`src/sv/bpwc_pkg.sv`:
```
`timescale 1ns / 1ps

package bpwc_pkg;

  localparam int PIX_W      = 8;
  localparam int COUNT_W    = 21;
  localparam int SIZE_W     = 11;
  localparam int MARGIN_W   = 10;
  localparam int CFG_W      = 21;
  localparam int CFG_IDX_W  = 3;

  localparam int DEF_MAX_WIDTH  = 1024;
  localparam int DEF_MAX_HEIGHT = 1024;

  localparam logic [COUNT_W-1:0] TALLY_MAX = {COUNT_W{1'b1}};

  // blue wins when blue * BLUE_GAIN > max(green, red) * OTHER_GAIN (ratio 1.8)
  localparam int BLUE_GAIN  = 5;
  localparam int OTHER_GAIN = 9;

  localparam logic [SIZE_W-1:0]   RST_FRAME_WIDTH    = SIZE_W'(320);
  localparam logic [SIZE_W-1:0]   RST_FRAME_HEIGHT   = SIZE_W'(240);
  localparam logic [SIZE_W-1:0]   RST_BAND_FIRST_ROW = SIZE_W'(96);
  localparam logic [SIZE_W-1:0]   RST_BAND_END_ROW   = SIZE_W'(144);
  localparam logic [MARGIN_W-1:0] RST_COLUMN_MARGIN  = MARGIN_W'(30);
  localparam logic [COUNT_W-1:0]  RST_NEAR_LIMIT     = COUNT_W'(8000);

  typedef enum logic [CFG_IDX_W-1:0] {
    REG_FRAME_WIDTH    = 3'd0,
    REG_FRAME_HEIGHT   = 3'd1,
    REG_BAND_FIRST_ROW = 3'd2,
    REG_BAND_END_ROW   = 3'd3,
    REG_COLUMN_MARGIN  = 3'd4,
    REG_NEAR_LIMIT     = 3'd5
  } cfg_reg_e;

  typedef struct packed {
    logic [SIZE_W-1:0]   frame_width;
    logic [SIZE_W-1:0]   frame_height;
    logic [SIZE_W-1:0]   band_first_row;
    logic [SIZE_W-1:0]   band_end_row;
    logic [MARGIN_W-1:0] column_margin;
    logic [COUNT_W-1:0]  near_limit;
  } cfg_t;

  // first member in the highest bits, so blue lands in the low byte
  typedef struct packed {
    logic [PIX_W-1:0] red_level;
    logic [PIX_W-1:0] green_level;
    logic [PIX_W-1:0] blue_level;
  } pix_t;

  typedef struct packed {
    logic               marble_collected;
    logic               marble_near;
    logic [COUNT_W-1:0] total_count;
    logic [COUNT_W-1:0] right_count;
    logic [COUNT_W-1:0] left_count;
  } res_t;

  localparam int IN_BITS     = $bits(pix_t);
  localparam int RES_BITS    = $bits(res_t);
  localparam int IN_TDATA_W  = ((IN_BITS + 7) / 8) * 8;
  localparam int OUT_TDATA_W = ((RES_BITS + 7) / 8) * 8;

endpackage

```
`src/sv/blue_pixel_window_counter_unit.sv`:
```
`timescale 1ns / 1ps

// Counts strongly blue pixels (blue above 1.8 times the larger of green and red)
// inside a row band and between column margins of a raster BGR stream, split into
// left and right halves, and emits one summary item on the last pixel of every
// frame. A pixel is taken every cycle unless the input stalls: each accepted
// pixel is held in the input register, and when it leaves that register the
// position counters and tallies update from it while a frame-ending pixel loads
// its summary into the output register and raises the output valid.
// The input stalls only when a frame ends while the previous summary is still
// waiting to be taken.
// There are no results between frame ends; frame geometry is set through the
// write port and takes effect once the write is registered.
module blue_pixel_window_counter_unit #(
  parameter int MAX_WIDTH  = bpwc_pkg::DEF_MAX_WIDTH,
  parameter int MAX_HEIGHT = bpwc_pkg::DEF_MAX_HEIGHT
) (
  input  logic                             clk,
  input  logic                             rst_n,
  input  logic                             in_tvalid,
  output logic                             in_tready,
  // blue_level, green_level, red_level
  input  logic [bpwc_pkg::IN_TDATA_W-1:0]  in_tdata,
  output logic                             out_tvalid,
  input  logic                             out_tready,
  // left_count, right_count, total_count, marble_near, marble_collected, zero pad
  output logic [bpwc_pkg::OUT_TDATA_W-1:0] out_tdata,
  input  logic                             cfg_we,
  input  logic [bpwc_pkg::CFG_IDX_W-1:0]   cfg_index,
  input  logic [bpwc_pkg::CFG_W-1:0]       cfg_wdata
);
  import bpwc_pkg::*;

  cfg_t cfg;
  pix_t pix_r;
  logic in_valid_r, in_valid_nxt;
  logic out_valid_r, out_valid_nxt;
  res_t res_r;
  res_t res;
  logic is_blue;
  logic frame_last;
  logic out_free;
  logic fire;
  logic in_acc;

  bpwc_cfg_regs u_cfg (
    .clk       (clk),
    .rst_n     (rst_n),
    .cfg_we    (cfg_we),
    .cfg_index (cfg_index),
    .cfg_wdata (cfg_wdata),
    .cfg       (cfg)
  );

  bpwc_pixel_test u_test (
    .pix     (pix_r),
    .is_blue (is_blue)
  );

  bpwc_frame_track #(
    .MAX_WIDTH  (MAX_WIDTH),
    .MAX_HEIGHT (MAX_HEIGHT)
  ) u_track (
    .clk        (clk),
    .rst_n      (rst_n),
    .cfg        (cfg),
    .fire       (fire),
    .is_blue    (is_blue),
    .frame_last (frame_last),
    .res        (res)
  );

  // only a frame-ending item needs room in the output register
  assign out_free  = !out_valid_r || out_tready;
  assign fire      = in_valid_r && (!frame_last || out_free);
  assign in_tready = !in_valid_r || fire;
  assign in_acc    = in_tvalid && in_tready;

  always_comb begin
    in_valid_nxt = in_valid_r;
    if (in_acc) begin
      in_valid_nxt = 1'b1;
    end else if (fire) begin
      in_valid_nxt = 1'b0;
    end
    out_valid_nxt = out_valid_r;
    if (fire && frame_last) begin
      out_valid_nxt = 1'b1;
    end else if (out_tready) begin
      out_valid_nxt = 1'b0;
    end
  end

  always_ff @(posedge clk) begin
    if (!rst_n) begin
      in_valid_r  <= 1'b0;
      out_valid_r <= 1'b0;
    end else begin
      in_valid_r  <= in_valid_nxt;
      out_valid_r <= out_valid_nxt;
    end
  end

  always_ff @(posedge clk) begin
    if (in_acc) begin
      pix_r <= in_tdata[IN_BITS-1:0];
    end
    if (fire && frame_last) begin
      res_r <= res;
    end
  end

  assign out_tvalid = out_valid_r;
  assign out_tdata  = {{(OUT_TDATA_W - RES_BITS){1'b0}}, res_r};

endmodule

```
`src/sv/bpwc_cfg_regs.sv`:
```
`timescale 1ns / 1ps

module bpwc_cfg_regs (
  input  logic                           clk,
  input  logic                           rst_n,
  input  logic                           cfg_we,
  input  logic [bpwc_pkg::CFG_IDX_W-1:0] cfg_index,
  input  logic [bpwc_pkg::CFG_W-1:0]     cfg_wdata,
  output bpwc_pkg::cfg_t                 cfg
);
  import bpwc_pkg::*;

  cfg_t cfg_r;
  cfg_t cfg_nxt;

  always_comb begin
    cfg_nxt = cfg_r;
    if (cfg_we) begin
      case (cfg_index)
        REG_FRAME_WIDTH:    cfg_nxt.frame_width    = cfg_wdata[SIZE_W-1:0];
        REG_FRAME_HEIGHT:   cfg_nxt.frame_height   = cfg_wdata[SIZE_W-1:0];
        REG_BAND_FIRST_ROW: cfg_nxt.band_first_row = cfg_wdata[SIZE_W-1:0];
        REG_BAND_END_ROW:   cfg_nxt.band_end_row   = cfg_wdata[SIZE_W-1:0];
        REG_COLUMN_MARGIN:  cfg_nxt.column_margin  = cfg_wdata[MARGIN_W-1:0];
        REG_NEAR_LIMIT:     cfg_nxt.near_limit     = cfg_wdata[COUNT_W-1:0];
        default:            cfg_nxt = cfg_r;
      endcase
    end
  end

  always_ff @(posedge clk) begin
    if (!rst_n) begin
      cfg_r.frame_width    <= RST_FRAME_WIDTH;
      cfg_r.frame_height   <= RST_FRAME_HEIGHT;
      cfg_r.band_first_row <= RST_BAND_FIRST_ROW;
      cfg_r.band_end_row   <= RST_BAND_END_ROW;
      cfg_r.column_margin  <= RST_COLUMN_MARGIN;
      cfg_r.near_limit     <= RST_NEAR_LIMIT;
    end else begin
      cfg_r <= cfg_nxt;
    end
  end

  assign cfg = cfg_r;

endmodule

```
`src/sv/bpwc_pixel_test.sv`:
```
`timescale 1ns / 1ps

module bpwc_pixel_test (
  input  bpwc_pkg::pix_t pix,
  output logic           is_blue
);
  import bpwc_pkg::*;

  localparam int PROD_W = PIX_W + 4;

  logic [PIX_W-1:0]  other_max;
  logic [PROD_W-1:0] blue_scaled;
  logic [PROD_W-1:0] other_scaled;

  assign other_max    = (pix.green_level > pix.red_level) ? pix.green_level : pix.red_level;
  assign blue_scaled  = PROD_W'(pix.blue_level) * PROD_W'(BLUE_GAIN);
  assign other_scaled = PROD_W'(other_max) * PROD_W'(OTHER_GAIN);
  assign is_blue      = blue_scaled > other_scaled;

endmodule

```
`src/sv/bpwc_frame_track.sv`:
```
`timescale 1ns / 1ps

module bpwc_frame_track #(
  parameter int MAX_WIDTH  = bpwc_pkg::DEF_MAX_WIDTH,
  parameter int MAX_HEIGHT = bpwc_pkg::DEF_MAX_HEIGHT
) (
  input  logic           clk,
  input  logic           rst_n,
  input  bpwc_pkg::cfg_t cfg,
  input  logic           fire,
  input  logic           is_blue,
  output logic           frame_last,
  output bpwc_pkg::res_t res
);
  import bpwc_pkg::*;

  localparam int CW  = $clog2(MAX_WIDTH);
  localparam int RW  = $clog2(MAX_HEIGHT);
  localparam int BIG = (CW > RW) ? CW : RW;
  localparam int XW  = ((BIG > SIZE_W) ? BIG : SIZE_W) + 2;

  logic [CW-1:0]      col_r, col_nxt;
  logic [RW-1:0]      row_r, row_nxt;
  logic [COUNT_W-1:0] left_r, left_nxt;
  logic [COUNT_W-1:0] right_r, right_nxt;
  logic               prev_near_r, prev_near_nxt;

  logic [XW-1:0]      w_x, h_x;
  logic [XW-1:0]      col_x, row_x;
  logic [XW-1:0]      col_inc, row_inc;
  logic               in_band, in_cols, hit, left_half;
  logic [COUNT_W-1:0] left_bump, right_bump;
  logic [COUNT_W:0]   sum;
  logic [COUNT_W-1:0] total;
  logic               near;

  // clamp the frame size into 1 .. max
  always_comb begin
    if (cfg.frame_width == '0) begin
      w_x = XW'(1);
    end else if (XW'(cfg.frame_width) > XW'(MAX_WIDTH)) begin
      w_x = XW'(MAX_WIDTH);
    end else begin
      w_x = XW'(cfg.frame_width);
    end
    if (cfg.frame_height == '0) begin
      h_x = XW'(1);
    end else if (XW'(cfg.frame_height) > XW'(MAX_HEIGHT)) begin
      h_x = XW'(MAX_HEIGHT);
    end else begin
      h_x = XW'(cfg.frame_height);
    end
  end

  // position left outside a shrunk frame wraps before use
  always_comb begin
    col_x = XW'(col_r);
    row_x = XW'(row_r);
    if (col_x >= w_x) begin
      col_x = '0;
      row_x = row_x + XW'(1);
    end
    if (row_x >= h_x) begin
      row_x = '0;
    end
  end

  assign col_inc    = col_x + XW'(1);
  assign row_inc    = row_x + XW'(1);
  assign frame_last = (col_inc == w_x) && (row_inc == h_x);

  assign in_band   = (row_x >= XW'(cfg.band_first_row)) && (row_x < XW'(cfg.band_end_row));
  assign in_cols   = (col_x >= XW'(cfg.column_margin)) &&
                     ((col_x + XW'(cfg.column_margin)) < w_x);
  assign left_half = {col_x[XW-2:0], 1'b0} < w_x;
  assign hit       = in_band && in_cols && is_blue;

  assign left_bump  = (hit && left_half && (left_r != TALLY_MAX)) ? left_r + 1'b1 : left_r;
  assign right_bump = (hit && !left_half && (right_r != TALLY_MAX)) ? right_r + 1'b1 : right_r;

  assign sum   = {1'b0, left_bump} + {1'b0, right_bump};
  assign total = sum[COUNT_W] ? TALLY_MAX : sum[COUNT_W-1:0];
  assign near  = total > cfg.near_limit;

  always_comb begin
    res.left_count       = left_bump;
    res.right_count      = right_bump;
    res.total_count      = total;
    res.marble_near      = near;
    res.marble_collected = prev_near_r && !near;
  end

  always_comb begin
    col_nxt       = col_r;
    row_nxt       = row_r;
    left_nxt      = left_r;
    right_nxt     = right_r;
    prev_near_nxt = prev_near_r;
    if (fire) begin
      if (frame_last) begin
        col_nxt       = '0;
        row_nxt       = '0;
        left_nxt      = '0;
        right_nxt     = '0;
        prev_near_nxt = near;
      end else begin
        left_nxt  = left_bump;
        right_nxt = right_bump;
        if (col_inc >= w_x) begin
          col_nxt = '0;
          row_nxt = (row_inc >= h_x) ? '0 : row_inc[RW-1:0];
        end else begin
          col_nxt = col_inc[CW-1:0];
          row_nxt = row_x[RW-1:0];
        end
      end
    end
  end

  always_ff @(posedge clk) begin
    if (!rst_n) begin
      col_r       <= '0;
      row_r       <= '0;
      left_r      <= '0;
      right_r     <= '0;
      prev_near_r <= 1'b0;
    end else begin
      col_r       <= col_nxt;
      row_r       <= row_nxt;
      left_r      <= left_nxt;
      right_r     <= right_nxt;
      prev_near_r <= prev_near_nxt;
    end
  end

endmodule

```
`config.mk`:
```
export PLATFORM = sky130hd
export DESIGN_NAME = blue_pixel_window_counter_unit
export DESIGN_NICKNAME = d
export VERILOG_FILES = /design/src/sv/bpwc_pkg.sv /design/src/sv/blue_pixel_window_counter_unit.sv /design/src/sv/bpwc_cfg_regs.sv /design/src/sv/bpwc_pixel_test.sv /design/src/sv/bpwc_frame_track.sv
export SDC_FILE = /design/constraint.sdc
export NUM_CORES = 1
export LEC_CHECK = 0
export ABC_AREA = 1
export BUFFER_PORTS_ARGS = -buffer_cell sky130_fd_sc_hd__buf_2
export CORE_UTILIZATION = 42
export DETAILED_ROUTE_END_ITERATION = 12
export SLEW_MARGIN = 40
export SYNTH_ARGS = -nofsm -noshare
export SYNTH_HDL_FRONTEND = slang
export SYNTH_SLANG_ARGS = --single-unit
```
`constraint.sdc`:
```
create_clock -name clk -period 26.7 [get_ports clk]
set_input_delay 2.67 -clock clk [delete_from_list [all_inputs] [get_ports clk]]
set_output_delay 2.67 -clock clk [all_outputs]
set_load 0.02 [all_outputs]
```
==> results.cfg, run 1 <==
[hold_path]
hp-class = reg -> reg
holdPathEnd = u_cfg.cfg[7]
holdPathStages = 2
hp-start = u_cfg.cfg[7]

[routing]
wl_per_cell_um = 16.6
drt_first_pass_iters = 5
vias_per_cell = 5.22
via_count = 14300
drtIter0Drc = 1018
route.detailed.drc = 0
drt_wl_total_um = 45300
ant_nets = 0

[timing]
clock.fmax_mhz = 101
final-setup-viol-count = 0
period_minus_slack_ps = 9920
tightest_slew_ps = 810
grt_setup_unrepaired = false
finalMaxSlewViolations = 0
hold_viol = 0
skew_ps = 18.6
setup_ws_ps = 16780
slew_headroom = 0.460
finalSetupTns_ps = 0
finalCritPeriodShare = 0.372
worst_hold_slack_ps = 464

[clock_tree]
cts_buffers = 28
holdBufCountCts = 0
cts.sinks = 229
cts_buffer_depth = 3
cts_resized = 0
ctsHtreeMaxLevel = 1
post_cts_buffers = 0
cts-root-buf = clkbuf_16
tritoncts = built
insertion_delay_ps = 570
path_clk_slew_ps = 60

[critical_path]
crit_required_ps = 27010
crit_path_start_kind = flop
critPathArrivalTime_ps = 10230
endpoint_kind = flop
cpPeakStageDelay_ps = 550
reg2reg_slack_ps = 16780
reg2reg_from = u_cfg.cfg[68]
worst_r2r_path_depth = 54
slowest_stage = nor2_8
cp_common_cell = nand2_1
critical_path_class = reg -> reg
crit_fanout = 42
rr_endpoint = out_tdata[63]

[placed_design]
hpwl_um = 35200
globalplace.congestion = 0.943
preCtsSetupSlack_ps = 17020
io_buffer_count = 119

[yosys]
synth_commonest_cells = nand2_1 (434), inv_1 (267), a21oi_1 (202)
synth_top_area_share = 0.173
syn_area_sq_um = 16200
ys_seq_area_frac = 0.339
synthTopCellsByArea = dfxtp_1 (17%), edfxtp_1 (17%), ha_1 (15%)
synth_edf_count = 89
ys_ff_latch = 229
syn_inst = 2103
yosys.area.top_type = dfxtp_1
async_flop_share = 0
syn_avg_cell_area_sq_um = 7.69
synth_cell_type_count = 60
synth-main-ff-cell = dfxtp_1
ys.warnings.count = 0
yosysMostFrequentCell = nand2_1

[cells_and_area]
layout-drive-gt1-share = 0.115
antenna_cells = 0
final_core_util = 0.483
fill_cells = 3762
nNetsFinal = 2453
area_delta_synth_final_pct = 12.8

[die]
core-area_sq_um = 37800
ios = 127
die_h_um = 198
initial_utilization = 0.428
num_rows = 71
fp.dieW_um = 198
die_area_sq_um = 39300

[pwr]
peakVddDrop_uv = 54.9
power.density_nw_per_um2 = 54.9
leakage_uw = 0.00832

[global_routing]
overflow = 0
grt_pass1_wl_um = 72700
grt_pass1_vias = 13500
track_usage = 0.234
grt_max_degree = 82
antenna_found_initial = 0

[run_status]
status = finished, final reports clean

[run]
cap_violations = 0
cells in the final DEF, fill, tap and decap left out, types with 5 or more instances in the layout:
cell       instances
nand2_1          434
inv_1            265
a21oi_1          201
ha_1             192
dfxtp_1          140
nor2_1           133
nand3_1          125
buf_2            119
o21ai_0           95
edfxtp_1          89
xor2_1            60
nand4_1           59
nor3_1            44
clkbuf_16         30
and2_1            22
xnor2_1           18
o211ai_1          17
nor4_1            13
buf_4             10
inv_2              9
nor2_2             9
nand2_2            9
or2_2              9
nand3_2            8
o21bai_1           7
conb_1             7
clkbuf_8           7
nand2_4            6
nor2_4             6
o21a_1             6
o21ai_1            5
a21oi_2            5
layer usage:
layer	global-route usage	part of all wire
met1	0.341	0.49
met2	0.364	0.43
met3	0.0274	0.053
met4	0.0563	0.021
met5	0	0
metrics by stage:
step / cell area, sq um / std cells / total power [uW]
floorplan: 16200 / 2109 / 531
global placement: 17200 / 2684 / 580
detailed placement: 17200 / 2685 / 584
CTS: 18200 / 2737 / 1010
global route: 18200 / 2737 / 1050
finish: 18200 / 2737 / 1000
sequential cells by signal (all words and copies together), names as in the netlist:
signal / flops
out_tvalid: 1
u_cfg.cfg: 75
u_track.right_r: 21
u_track.left_r: 21
in_valid_r: 1
pix_r: 24
u_track.col_r: 10
out_tdata: 65
u_track.row_r: 10
u_track.prev_near_r: 1
final cells by class:
| class | instances | area (sq um) | share of cell area |
|---|---|---|---|
| repair buffers | 130 | 682 | 0.0374 |
| inverters | 277 | 1040 | 0.0570 |
| well taps | 511 | 639 | 0.0351 |
| multi-input cells | 1538 | 9350 | 0.513 |
| flip-flops and latches | 229 | 5480 | 0.300 |
| clock buffers | 40 | 858 | 0.0471 |
| clock inverters | 12 | 183 | 0.0100 |
kinds of logic (layout without fill, tap and decap cells):
logic type,count (synthesis),in the layout,synth area share
AOI/OAI and AO/OA,361,361,0.123
xor gates and xnor gates,78,78,0.0423
adders and majority gates,196,196,0.154
buffers and inverters,342,459,0.0851
DFF,229,229,0.339
other,1,7,0.000232
and+or+nand+nor,896,896,0.257
worst max-delay path: cells and delay by family, from the launching register on:
family	cells	cell delay (ps)
fa+ha+maj	7	2050
flops	1	320
xor+xnor	2	320
compound gates	14	2880
buf+inv	5	320
simple gates	26	3740
how the worst max path moves through the flow:
stage               cells past startpoint           from             to  slack [ps]
floorplan                              58  u_cfg.cfg[68]  out_tdata[63]       18330
global placement                       60  u_cfg.cfg[72]  out_tdata[63]       16860
detailed placement                     54  u_cfg.cfg[72]  out_tdata[63]       17020
CTS                                    40  u_cfg.cfg[72]      in_tready       16900
global route                           54  u_cfg.cfg[68]  out_tdata[63]       15880
finish                                 54  u_cfg.cfg[68]  out_tdata[63]       16780
power breakdown:
group | leakage, uW | internal, uW | switching [uW]
registers | 0.00197 | 371 | 5.21
clock network | 0.000514 | 263 | 160
logic | 0.00583 | 71.5 | 130
Power figures use the tool's default switching activity.
==> run 2, diff against run 1 <==
- clock period: 26.7 -> 9.7 ns (I/O delays scaled with it)
==> run 2 against run 1 <==
Against the previous run:
- final cell count up 0.58%
- clock-buffer cell count increased by 1
- utilization about the same
- sequential power grew to 2.8 times the previous value
- largest power group is now registers
==> results.cfg, run 2 (synthesized netlist as in run 1, its figures left out) <==
[run_status]
status = finished, final reports clean

[routing]
wl_per_cell_um = 16.4
vias_per_cell = 5.20
drtIter0Drc = 1094
ant_nets = 0
drt_first_pass_iters = 5
drt_wl_total_um = 45200
via_count = 14300
route.detailed.drc = 0

[placed_design]
dp_cells = 2696
hpwl_um = 35000
globalplace.congestion = 0.933
io_buffer_count = 119
placed_cell_area_sq_um = 17300

[timing]
tightest_slew_ps = 839
worst_hold_slack_ps = 461
finalMaxSlewViolations = 0
grt_setup_unrepaired = true
skew_ps = 16.3
final-setup-viol-count = 0
slew_headroom = 0.441
period_minus_slack_ps = 9110
finalCritPeriodShare = 0.939
clock.fmax_mhz = 110
hold_viol = 0

[cells_and_area]
final_common_cell = nand2_1
nNetsFinal = 2470
area_delta_synth_final_pct = 12.8
ff_latch_area_sq_um = 5480
final_core_util = 0.483
final_cells = 2753
finalInstanceArea_sq_um = 18200
largest_reg_flops = 75
layout-drive-gt1-share = 0.122
antenna_cells = 0
layout_common_cells = nand2_1 (434), inv_1 (265), a21oi_1 (198), ha_1 (191), dfxtp_1 (140)
multi_input_area_sq_um = 9460
fill_cells = 3756

[die]
num_rows = 71
initial_utilization = 0.428
die_area_sq_um = 39300
die_h_um = 198
ios = 127
core-area_sq_um = 37800
fp.dieW_um = 198

[pwr]
finalPower_uw = 2570
power.density_nw_per_um2 = 141
peakVddDrop_uv = 133
leakage_uw = 0.00830

[global_routing]
track_usage = 0.228
grt_pass1_wl_um = 70800
antenna_found_initial = 1
grt_pass1_vias = 13300
grt_max_degree = 82
overflow = 0

[critical_path]
critical_path_class = reg -> reg
crit_fanout = 18
slowest_stage = dfxtp_1
crit_required_ps = 10020
critPathArrivalTime_ps = 9430
crit_path_start_kind = flop
cp_common_cell = nand2_1
cpPeakStageDelay_ps = 330
endpoint_kind = flop

[run]
cap_violations = 0

[clock_tree]
insertion_delay_ps = 570
path_clk_slew_ps = 60
cts_buffers = 27
tritoncts = built
cts-root-buf = clkbuf_16
cts_buffer_depth = 3
ctsHtreeMaxLevel = 1
cts.sinks = 229

[hold_path]
hp-class = reg -> reg
run 2: cell types whose count changed in the layout (fill, tap and decap cells not counted), sizes merged:
| cell | before | now |
|---|---|---|
| buf | 130 | 145 |
| nand2 | 451 | 452 |
| clkbuf | 40 | 42 |
| clkinvlp | 0 | 1 |
| clkinv | 7 | 9 |
| bufinv | 4 | 1 |
| inv | 278 | 275 |
| nor2 | 150 | 151 |
run 2: critical path, delay by kind of cell (launching register included):
kind,cells,cell delay (ps)
AOI/OAI and AO/OA,7,1220
adders and majority gates,5,1410
buffers and inverters,12,1350
DFF,1,330
and+or+nand+nor,37,4540
run 2: worst paths after layout:
path	slack [ps]	to	depth (start not counted)	startpoint
worst max register to register	590	out_tdata[63]	61	u_cfg.cfg[68]
worst min register to register	460	u_cfg.cfg[2]	2	u_cfg.cfg[2]
worst min-delay path	460	u_cfg.cfg[2]	2	u_cfg.cfg[2]
worst max-delay path	590	out_tdata[63]	61	u_cfg.cfg[68]
run 2: routing by layer:
metal | wire [um] | track usage
met2 | 19500 | 0.353
met1 | 22100 | 0.327
met3 | 2670 | 0.0410
met4 | 972 | 0.0511
met5 | 13 | 0
run 2: timing repair:
action / CTS / global route
endpoints found under the setup margin: 0 / 3
resized for setup: 0 / 21
hold buffers: 0 / 0
buffers inserted: 0 / 5
run 2: power by group:
part / switching, uW / internal (uW) / total (uW)
combinational: 364 / 203 / 567
sequential: 14.7 / 1020 / 1040
clock: 415 / 552 / 967
run 2: area by class of cell:
type,count,share of cell area
clock inverter,9,0.00467
timing repair buffer,146,0.0437
inverter,277,0.0570
multi-input combinational,1540,0.519
tap,511,0.0351
clock buffer,41,0.0405
sequential,229,0.300
run 2: per-stage QoR:
stage	TNS, ps	setup WS (ps)
CTS	0	237
global route	-43.1	-30.2
detailed placement	0	270
floorplan	0	1330
finish	0	589
global placement	0	431
==> run 3, diff against run 2 <==
- CTS_BUF_LIST: default -> sky130_fd_sc_hd__clkbuf_8
==> run 3 against run 2 <==
Against the previous run:
- setup slack gained 52 ps
- sequential share of layout area decreased by 0.060 points
- die area unchanged
- critical path type unchanged
- largest cell class unchanged
==> results.cfg, run 3 (synthesized netlist as in run 1, its figures left out) <==
[run_status]
status = finished, final reports clean

[critical_path]
slowest_stage = dfxtp_1
critical_path_class = reg -> reg
crit_fanout = 18
crit_required_ps = 10060
endpoint_kind = flop
critPathArrivalTime_ps = 9420
crit_path_start_kind = flop
cp_common_cell = nand2_1
cpPeakStageDelay_ps = 330

[clock_tree]
ctsHtreeMaxLevel = 2
cts.sinks = 229
holdBufCountCts = 0
path_clk_slew_ps = 60
cts-root-buf = clkbuf_8
cts_buffer_depth = 3
insertion_delay_ps = 610
tritoncts = built
cts_buffers = 42

[routing]
vias_per_cell = 5.19
drt_wl_total_um = 45600
drt_first_pass_iters = 6
route.detailed.drc = 0
wl_per_cell_um = 16.4
via_count = 14400
drtIter0Drc = 990
ant_nets = 0

[timing]
period_minus_slack_ps = 9060
final-setup-viol-count = 0
finalCritPeriodShare = 0.934
tightest_slew_ps = 844
skew_ps = 36.0
finalMaxSlewViolations = 0
hold_viol = 0
clock.fmax_mhz = 110
slew_headroom = 0.436

[run]
cap_violations = 0

[cells_and_area]
nNetsFinal = 2485
multi_input_area_sq_um = 9430
ff_latch_area_sq_um = 5480
largest_reg_flops = 75
layout-drive-gt1-share = 0.129
final_core_util = 0.484
antenna_cells = 0
area_delta_synth_final_pct = 13.0
final_common_cell = nand2_1
fill_cells = 3775
layout_common_cells = nand2_1 (434), inv_1 (281), a21oi_1 (198), ha_1 (192), dfxtp_1 (140)

[pwr]
power.density_nw_per_um2 = 142
clkPwrFrac = 0.381
seq_power_share = 0.400
p_int_uw = 1770
peakVddDrop_uv = 77.1
netSwitchingFraction = 0.316
combPwrFrac = 0.218
leakage_uw = 0.00842
p_sw_uw = 817
finalPower_uw = 2590

[global_routing]
track_usage = 0.231
antenna_found_initial = 0
grt_pass1_vias = 13500
grt_max_degree = 82
grt_pass1_wl_um = 71300
overflow = 0

[die]
core-area_sq_um = 37800
initial_utilization = 0.428
die_h_um = 198
ios = 127
fp.dieW_um = 198
die_area_sq_um = 39300
num_rows = 71

[placed_design]
globalplace.congestion = 0.933
io_buffer_count = 119
hpwl_um = 35000

[hold_path]
hp-class = reg -> reg
==> run 3: cell count changes in the layout (fill, tap and decap cells not counted), moves of 3 or more <==
cell       change
bufinv_16      +3
inv_1         +16
clkbuf_8      +45
clkinv_1       +3
clkbuf_1      -13
clkbuf_16     -27
==> run 3: layout make-up <==
type / instances / area share
repair buffers: 146 / 0.0436
clock buffers: 46 / 0.0347
inverters: 277 / 0.0569
well taps: 511 / 0.0350
multi-input cells: 1540 / 0.516
clock inverters: 32 / 0.0138
flip-flops and latches: 229 / 0.300
==> run 3: per-stage QoR <==
step,std cells,hold WS [ps],setup TNS (ps),area (sq um),worst slack [ps]
detailed placement,2696,459,0,17300,270
finish,2781,462,0,18300,640
floorplan,2109,435,0,16200,1330
global route,2781,483,-68.2,18300,-45.4
CTS,2774,467,0,18100,270
global placement,2696,453,0,17300,431
==> run 3: final timing paths <==
| kind | slack [ps] | start | to | cells after the start |
|---|---|---|---|---|
| worst max-delay path | 640 | u_cfg.cfg[68] | out_tdata[63] | 61 |
| worst min-delay path | 460 | u_cfg.cfg[2] | u_cfg.cfg[2] | 2 |
| worst max register to register | 640 | u_cfg.cfg[68] | out_tdata[63] | 61 |
| worst min register to register | 460 | u_cfg.cfg[2] | u_cfg.cfg[2] | 2 |
==> run 3: per-layer routing <==
metal / up-vias / share of wire / global-route usage
li1: 7345 / - / -
met1: 6611 / 0.48 / 0.327
met2: 402 / 0.43 / 0.355
met3: 63 / 0.064 / 0.0443
met4: 0 / 0.022 / 0.0655
met5: - / 0 / 0
==> run 3: power by group through the flow <==
stage               Clock [uW]  Combinational, uW  Sequential (uW)
floorplan                    0                412             1050
global placement             0                539             1060
detailed placement           0                555             1060
CTS                       1010                559             1040
global route              1050                648             1040
finish                     987                566             1040
==> run 3: repair_timing <==
action,in CTS,in global routing
setup buffers,0,5
setup endpoints to repair,0,3
hold endpoints to repair,0,0
gates resized for setup,0,19
==> run 3: critical path, delay by kind of cell, from the launching register on <==
family | cells | cell delay, ps
and+or+nand+nor | 37 | 4520
adders and majority gates | 5 | 1410
DFF | 1 | 330
AOI/OAI and AO/OA | 7 | 1220
buffers and inverters | 12 | 1330
